## config.mk

```make
export PLATFORM = sky130hd
export DESIGN_NAME = motor_reply_frame_receiver_top
export DESIGN_NICKNAME = d
export VERILOG_FILES = /design/src/mrfr_pkg.sv /design/src/mrfr_in_stage.sv /design/src/mrfr_deframer.sv /design/src/mrfr_out_stage.sv /design/src/motor_reply_frame_receiver_top.sv
export SDC_FILE = /design/constraint.sdc
export NUM_CORES = 1
export LEC_CHECK = 0
export BUFFER_PORTS_ARGS = -buffer_cell sky130_fd_sc_hd__buf_2
export CAP_MARGIN = 5
export CORE_AREA = 2 2 162 180
export DETAILED_ROUTE_END_ITERATION = 16
export DIE_AREA = 0 0 164 182
export GPL_TIMING_DRIVEN = 0
export PLACE_DENSITY_LB_ADDON = 0.1
export SYNTH_ARGS = -nofsm -noshare
export SYNTH_HDL_FRONTEND = slang
export SYNTH_HIERARCHICAL = 1
export SYNTH_SLANG_ARGS = --single-unit
```

## constraint.sdc

```tcl
create_clock -name clock -period 10.4 [get_ports clock]
set_input_delay 0.52 -clock clock [delete_from_list [all_inputs] [get_ports clock]]
set_output_delay 0.52 -clock clock [all_outputs]
set_load 0.05 [all_outputs]
```

## src/mrfr_pkg.sv

```systemverilog
package mrfr_pkg;

   localparam int MAX_FRAME_BYTES = 20;
   localparam int STORE_DEPTH     = MAX_FRAME_BYTES + 1;
   localparam int IDX_W           = $clog2(STORE_DEPTH);
   localparam int CNT_W           = $clog2(MAX_FRAME_BYTES + 2);
   localparam int LEN_W           = 9;

   localparam logic [7:0] START_BYTE    = 8'h3E;
   localparam logic [7:0] CMD_ANGLE     = 8'h92;
   localparam logic [7:0] CMD_STATUS_1  = 8'h9C;
   localparam logic [7:0] CMD_STATUS_2  = 8'hA1;
   localparam logic [7:0] CMD_STATUS_3  = 8'hA2;
   localparam logic [7:0] CMD_STATUS_4  = 8'hA4;

   localparam logic KIND_ANGLE  = 1'b0;
   localparam logic KIND_STATUS = 1'b1;

   // byte positions within a frame
   localparam int POS_START = 0;
   localparam int POS_CMD   = 1;
   localparam int POS_ID    = 2;
   localparam int POS_LEN   = 3;
   localparam int POS_HSUM  = 4;
   localparam int POS_DATA  = 5;

   localparam int FRAME_LEN_EMPTY = 5;
   localparam int FRAME_OVERHEAD  = 6;

   typedef struct packed {
      logic               reply_kind;
      logic [7:0]         command_code;
      logic [7:0]         temperature;
      logic signed [15:0] current_raw;
      logic signed [15:0] speed_raw;
      logic signed [63:0] angle_raw;
   } reply_type;

   typedef struct packed {
      logic      emit;
      reply_type reply;
   } deframe_out_type;

   typedef struct packed {
      logic       valid;
      logic [7:0] rx_byte;
   } byte_item_type;

endpackage

```

## src/mrfr_in_stage.sv

```systemverilog
module mrfr_in_stage import mrfr_pkg::*; (
   input  logic          clock,
   input  logic          reset,
   input  logic          req_valid,
   input  logic [7:0]    req_rx_byte,
   output logic          req_ready,
   input  logic          out_free,
   output byte_item_type item
);

   logic       valid_ff, valid_in;
   logic [7:0] byte_ff, byte_in;
   logic       step;

   assign step      = valid_ff && out_free;
   assign req_ready = !valid_ff || step;

   always_comb begin
      valid_in = valid_ff;
      byte_in  = byte_ff;
      if (req_valid && req_ready) begin
         valid_in = 1'b1;
         byte_in  = req_rx_byte;
      end else if (step) begin
         valid_in = 1'b0;
      end
   end

   always_ff @(posedge clock) begin
      if (reset) begin
         valid_ff <= 1'b0;
      end else begin
         valid_ff <= valid_in;
      end
   end

   always_ff @(posedge clock) begin
      byte_ff <= byte_in;
   end

   assign item.valid   = step;
   assign item.rx_byte = byte_ff;

endmodule

```

## src/mrfr_deframer.sv

```systemverilog
module mrfr_deframer import mrfr_pkg::*; (
   input  logic            clock,
   input  logic            reset,
   input  logic            csr_write_en,
   input  logic [7:0]      csr_write_data,
   input  byte_item_type   item,
   output deframe_out_type result
);

   logic [7:0]       store_ff [STORE_DEPTH];
   logic [7:0]       store_in [STORE_DEPTH];
   logic [CNT_W-1:0] count_ff, count_in;
   logic [7:0]       hsum_ff, hsum_in;
   logic [7:0]       dsum_ff, dsum_in;
   logic [7:0]       dev_id_ff;

   logic [IDX_W-1:0] idx;
   logic [CNT_W-1:0] cnt_inc;
   logic [7:0]       b;
   logic [7:0]       len;
   logic [LEN_W-1:0] expected;
   logic [LEN_W-1:0] data_end;
   logic             complete;
   logic             hdr_ok, data_ok, id_ok, is_angle, is_status;
   logic [7:0]       cmd;

   assign b       = item.rx_byte;
   assign idx     = count_ff[IDX_W-1:0];
   assign cnt_inc = count_ff + CNT_W'(1);

   always_comb begin
      store_in = store_ff;
      count_in = count_ff;
      hsum_in  = hsum_ff;
      dsum_in  = dsum_ff;
      complete = 1'b0;
      len      = store_ff[POS_LEN];
      expected = LEN_W'(FRAME_LEN_EMPTY);
      data_end = LEN_W'(POS_DATA) + LEN_W'(store_ff[POS_LEN]);
      if (item.valid) begin
         if (count_ff == '0) begin
            if (b == START_BYTE) begin
               store_in[POS_START] = b;
               count_in = CNT_W'(1);
               hsum_in  = b;
               dsum_in  = '0;
            end
         end else begin
            store_in[idx] = b;
            len = store_in[POS_LEN];
            if (idx < IDX_W'(POS_HSUM)) begin
               hsum_in = hsum_ff + b;
            end else if (idx >= IDX_W'(POS_DATA) && LEN_W'(idx) < data_end) begin
               dsum_in = dsum_ff + b;
            end
            expected = (len == '0) ? LEN_W'(FRAME_LEN_EMPTY)
                                   : LEN_W'(len) + LEN_W'(FRAME_OVERHEAD);
            if (LEN_W'(cnt_inc) == expected) begin
               complete = 1'b1;
               count_in = '0;
            end else if (cnt_inc > CNT_W'(MAX_FRAME_BYTES)) begin
               count_in = '0;
            end else begin
               count_in = cnt_inc;
            end
         end
      end
   end

   // at completion the current byte is the last one, i.e. the data checksum when the length is nonzero
   assign cmd       = store_in[POS_CMD];
   assign hdr_ok    = hsum_in == store_in[POS_HSUM];
   assign data_ok   = (len == '0) || (dsum_in == b);
   assign id_ok     = store_in[POS_ID] == dev_id_ff;
   assign is_angle  = cmd == CMD_ANGLE;
   assign is_status = cmd inside {CMD_STATUS_1, CMD_STATUS_2, CMD_STATUS_3, CMD_STATUS_4};

   always_comb begin
      result.emit = complete && hdr_ok && data_ok && id_ok && (is_angle || is_status);
      result.reply.command_code = cmd;
      result.reply.reply_kind   = is_angle ? KIND_ANGLE : KIND_STATUS;
      result.reply.temperature  = '0;
      result.reply.current_raw  = '0;
      result.reply.speed_raw    = '0;
      result.reply.angle_raw    = '0;
      if (is_angle) begin
         for (int i = 0; i < 8; i++) begin
            result.reply.angle_raw[8*i +: 8] = store_in[POS_DATA + i];
         end
      end else begin
         result.reply.temperature = store_in[POS_DATA];
         result.reply.current_raw = {store_in[POS_DATA + 2], store_in[POS_DATA + 1]};
         result.reply.speed_raw   = {store_in[POS_DATA + 4], store_in[POS_DATA + 3]};
      end
   end

   always_ff @(posedge clock) begin
      if (reset) begin
         for (int i = 0; i < STORE_DEPTH; i++) begin
            store_ff[i] <= '0;
         end
         count_ff  <= '0;
         hsum_ff   <= '0;
         dsum_ff   <= '0;
         dev_id_ff <= '0;
      end else begin
         store_ff <= store_in;
         count_ff <= count_in;
         hsum_ff  <= hsum_in;
         dsum_ff  <= dsum_in;
         if (csr_write_en) begin
            dev_id_ff <= csr_write_data;
         end
      end
   end

`ifndef SYNTHESIS
   a_count_bound: assert property (@(posedge clock) disable iff (reset)
      count_ff <= CNT_W'(MAX_FRAME_BYTES))
      else $error("byte count past frame store");

   a_emit_on_step: assert property (@(posedge clock) disable iff (reset)
      result.emit |-> item.valid)
      else $error("reply without a byte transfer");

   a_idle_after_reply: assert property (@(posedge clock) disable iff (reset)
      result.emit |=> count_ff == '0)
      else $error("receiver not idle after reply");

   a_angle_cmd: assert property (@(posedge clock) disable iff (reset)
      (result.emit && result.reply.reply_kind == KIND_ANGLE)
         |-> result.reply.command_code == CMD_ANGLE)
      else $error("angle reply with wrong command");
`endif

endmodule

```

## src/mrfr_out_stage.sv

```systemverilog
module mrfr_out_stage import mrfr_pkg::*; (
   input  logic            clock,
   input  logic            reset,
   input  deframe_out_type result,
   input  logic            rsp_ready,
   output logic            out_free,
   output logic            rsp_valid,
   output reply_type       reply
);

   logic      valid_ff, valid_in;
   reply_type reply_ff, reply_in;

   assign out_free = !valid_ff || rsp_ready;

   always_comb begin
      valid_in = valid_ff;
      reply_in = reply_ff;
      if (result.emit) begin
         valid_in = 1'b1;
         reply_in = result.reply;
      end else if (rsp_ready) begin
         valid_in = 1'b0;
      end
   end

   always_ff @(posedge clock) begin
      if (reset) begin
         valid_ff <= 1'b0;
      end else begin
         valid_ff <= valid_in;
      end
   end

   always_ff @(posedge clock) begin
      reply_ff <= reply_in;
   end

   assign rsp_valid = valid_ff;
   assign reply     = reply_ff;

endmodule

```

## src/motor_reply_frame_receiver_top.sv

```systemverilog
// Reply frame receiver: takes one received byte per transfer on req_ and hunts for the
// 0x3E start byte, then collects command, id, length, header checksum, data and data
// checksum, checking both 8-bit sums as the bytes arrive. A good frame whose id matches
// the device id register (csr_ write) and whose command is known gives one rsp_ transfer:
// an angle reply for 0x92, a status reply for 0x9C/0xA1/0xA2/0xA4. Frames running past
// 21 bytes are dropped. One byte is taken every cycle while req_ready is high; a reply is
// registered in the output register once its last byte leaves the input register, and
// req_ready drops only while a reply waits there and another byte is held in the input register.
module motor_reply_frame_receiver_top import mrfr_pkg::*; (
   input  logic               clock,
   input  logic               reset,
   input  logic               req_valid,
   output logic               req_ready,
   input  logic [7:0]         req_rx_byte,
   output logic               rsp_valid,
   input  logic               rsp_ready,
   output logic               rsp_reply_kind,
   output logic [7:0]         rsp_command_code,
   output logic [7:0]         rsp_temperature,
   output logic signed [15:0] rsp_current_raw,
   output logic signed [15:0] rsp_speed_raw,
   output logic signed [63:0] rsp_angle_raw,
   input  logic               csr_write_en,
   input  logic [7:0]         csr_write_data
);

   byte_item_type   item;
   deframe_out_type result;
   reply_type       reply;
   logic            out_free;

   mrfr_in_stage u_in_stage (
      .clock       (clock),
      .reset       (reset),
      .req_valid   (req_valid),
      .req_rx_byte (req_rx_byte),
      .req_ready   (req_ready),
      .out_free    (out_free),
      .item        (item)
   );

   mrfr_deframer u_deframer (
      .clock          (clock),
      .reset          (reset),
      .csr_write_en   (csr_write_en),
      .csr_write_data (csr_write_data),
      .item           (item),
      .result         (result)
   );

   mrfr_out_stage u_out_stage (
      .clock     (clock),
      .reset     (reset),
      .result    (result),
      .rsp_ready (rsp_ready),
      .out_free  (out_free),
      .rsp_valid (rsp_valid),
      .reply     (reply)
   );

   assign rsp_reply_kind   = reply.reply_kind;
   assign rsp_command_code = reply.command_code;
   assign rsp_temperature  = reply.temperature;
   assign rsp_current_raw  = reply.current_raw;
   assign rsp_speed_raw    = reply.speed_raw;
   assign rsp_angle_raw    = reply.angle_raw;

endmodule
```

==> flow_summary.toml <==
[status]
run_status = "finished clean"

[die]
die_h_um = 182
floorplan.io_pins = 136
die_w_um = 164
die_area_um2 = 29800
core_um2 = 28200
core.rowCount = 65
initial_utilization = 0.391

[sta]
final_critical_period_ps = 5560
fin_worst_skew_ps = 14.2
period_share = 0.534
fmax_ghz = 0.180
maxSlewViolCount = 0
maxSlewHeadroom = 0.277
setup_viol = 0
final.hold.worst_slack_ps = 163
rsz0062_at_grt = "no"
setup_ws_ps = 4840
worst_slew_pin_slew_ps = 1080
hold_viol = 0

[place]
place.port_buffers = 134
dp.final_hpwl_um = 20600
postPlaceCellArea_um2 = 12300
gp_routability_congestion = 0.834
dpl_worst_slack_ps = 4820
place.detailed.instances = 1519

[synth]
synthesis.yosys.warnings = 6
postSynthAreaPerCell_um2 = 10.9
cells_taking_the_most_area_after_synthesis = "edfxtp_1 (33%), dfxtp_1 (23%), mux2i_1 (8.9%)"
synthFlopType = "dfxtp_1"
synth-edff-count = 121
ys_ff_latch = 248
synth_async_sr_flop_share = 0
synth_common_cells = "nor2_1 (222), dfxtp_1 (127), edfxtp_1 (121), mux2i_1 (98), clkbuf_1 (47)"
synthDistinctLibCells = 75
synthDominantAreaCellType = "edfxtp_1"
yosys.cell_count.top_type = "nor2_1"
syn-num-nets = 1055
mappedNetlistArea_um2 = 11000
syn_inst = 1008
synth_seq_area_share = 0.560
area_share_of_the_leading_cell_type_in_the_synthesized_netlist = 0.330

[clocking]
holdBufCountCts = 0
clock_tree_from_tritoncts = "built"
cts.repair_timing.setup_buffer_count = 0
post_cts_resized = 0
clkSlewWorstSetupHoldPaths_ps = 60
ctsRootBufferMaster = "clkbuf_16"
max-clock-path-buffers = 3
clock_latency_ps = 530
cts_max_level = 1
cts_inserted_buffers = 27
cts_sinks = 248

[power]
vdd_drop_max_v = 0.000146
power_per_cell_area_nw_per_um2 = 160
static-leakage-power_nw = 5.64

[routing]
drt-vias-per-instance = 5.09
vias = 7992
detail_route.wl_per_cell_um = 18.4
residual_drc = 0
drt.antenna.violating_nets = 0
drt-initial-drc-count = 430
drtPass1Iterations = 7
routed_wirelength_um = 28900

[min_path]
min_path_type = "in2reg"

[cells_and_area]
multi_input_comb_area_um2 = 4470
layout.filler_cells = 2714
antenna_cells_inserted = 0
ff_latch_area_um2 = 6180
drive_above_1_share = 0.196
area_delta_synth_final_pct = 20.0
instances_no_fill = 1569
fin_area_um2 = 13200
net_count_final = 1227
final_util = 0.469

[critical_path]
startpoint_class = "flip-flop"
worst-endpoint-required_ps = 10640
cp_cell_sequence = "clkbuf_1, clkbuf_1, mux2i_1, ha_1, or3_1, a211o_1, mux2i_1, nand4_1, nand4b_1, a2111oi_4, buf_8, buf_8, buf_6"
path_buf_inv = 5
slowest_cell_delay_on_critical_path_ps = 860
crit_path_end_kind = "flip-flop"
worst_path_max_delay_cell = "a2111oi_4"
path_delay_family = "buffers and inverters"
criticalPathCategory = "reg2reg"
timing.critical_path.fanout_max = 15
worst-r2r-setup-slack_ps = 4840
crit_arrival_ps = 5790

[global_routing]
gr-usage-all-layers = 0.193
overall_overflow_remaining_after_global_route = 0
grt_pass1_wl_um = 44300
via_count_of_the_first_global_routing_pass = 7772
grt_max_degree = 16
grt_antenna_before_repair = 0

[flow_run]
cap_violations = 0
power breakdown:
group / switching, mW / total [mW] / internal, mW
Combinational: 0.0544 / 0.0770 / 0.0226
Sequential: 0.00771 / 1.03 / 1.02
Clock: 0.385 / 1.02 / 0.632
cell usage in the layout (no fill, tap or decap), drive strengths merged, types with 7 or more instances in the layout:
master  Yosys  routed
edfxtp    121     121
xor2       21      21
a21oi      39      39
nand2      32      32
nor4b       9       9
o21ai      21      21
mux2       14      14
nor3       11      11
nand2b      8       8
nand4      10      10
a211oi      7       7
nand3      18      18
inv        21      22
and3        7       7
xnor2      14      14
nor2b      19      19
dfxtp     127     127
clkbuf     47      86
mux2i      98      98
buf        19     162
nor2      222     222
ha         24      24
o211ai     13      13
final timing paths:
kind                                           start  depth (start not counted)                                  to
setup / recovery     u_in_stage/byte_ff[2]$_DFFE_PP_                         13     u_out_stage/reply[40]$_DFFE_PP_
hold / removal                        req_rx_byte[5]                          1     u_in_stage/byte_ff[5]$_DFFE_PP_
setup reg to reg     u_in_stage/byte_ff[2]$_DFFE_PP_                         13     u_out_stage/reply[40]$_DFFE_PP_
hold reg to reg   u_deframer/store_ff[76]$_SDFF_PP0_                          2  u_deframer/store_ff[76]$_SDFF_PP0_
registers in the layout (all words and copies together), names as in the netlist:
register / count
u_out_stage/rsp_valid: 1
u_deframer/dsum_ff: 8
u_deframer/count_ff: 5
u_in_stage/valid_ff: 1
u_out_stage/reply: 113
u_deframer/dev_id_ff: 8
u_in_stage/byte_ff: 8
u_deframer/store_ff: 96
u_deframer/hsum_ff: 8
metrics by stage:
step	setup TNS (ps)	total power, mW
final	0	2.12
after global routing	0	2.20
after CTS	0	2.15
after detailed placement	0	1.13
after global placement	-436650	1.13
after floorplan	0	1.09
metal layers:
metal | track usage | wire (um) | vias to the layer above
li1 | - | - | 3913
met1 | 0.262 | 13000 | 3831
met2 | 0.321 | 13800 | 206
met3 | 0.0256 | 1370 | 42
met4 | 0.0558 | 660 | 0
met5 | 0 | 0 | -
cell type report:
cell class / count / area share
well taps: 368 / 0.0348
clock buffers: 39 / 0.0575
repair buffers: 143 / 0.0592
multi-input cells: 673 / 0.338
clock inverters: 11 / 0.0145
flip-flops and latches: 248 / 0.467
inverters: 21 / 0.00596
plain buffers: 66 / 0.0234
logic make-up after synthesis:
group | Yosys count | synth area share
compound gates | 122 | 0.0741
xor+xnor | 35 | 0.0278
fa+ha+maj | 26 | 0.0309
buf+inv | 87 | 0.0353
flops | 248 | 0.560
mux | 112 | 0.104
simple gates | 378 | 0.168
(Power assumes the default switching activity.)
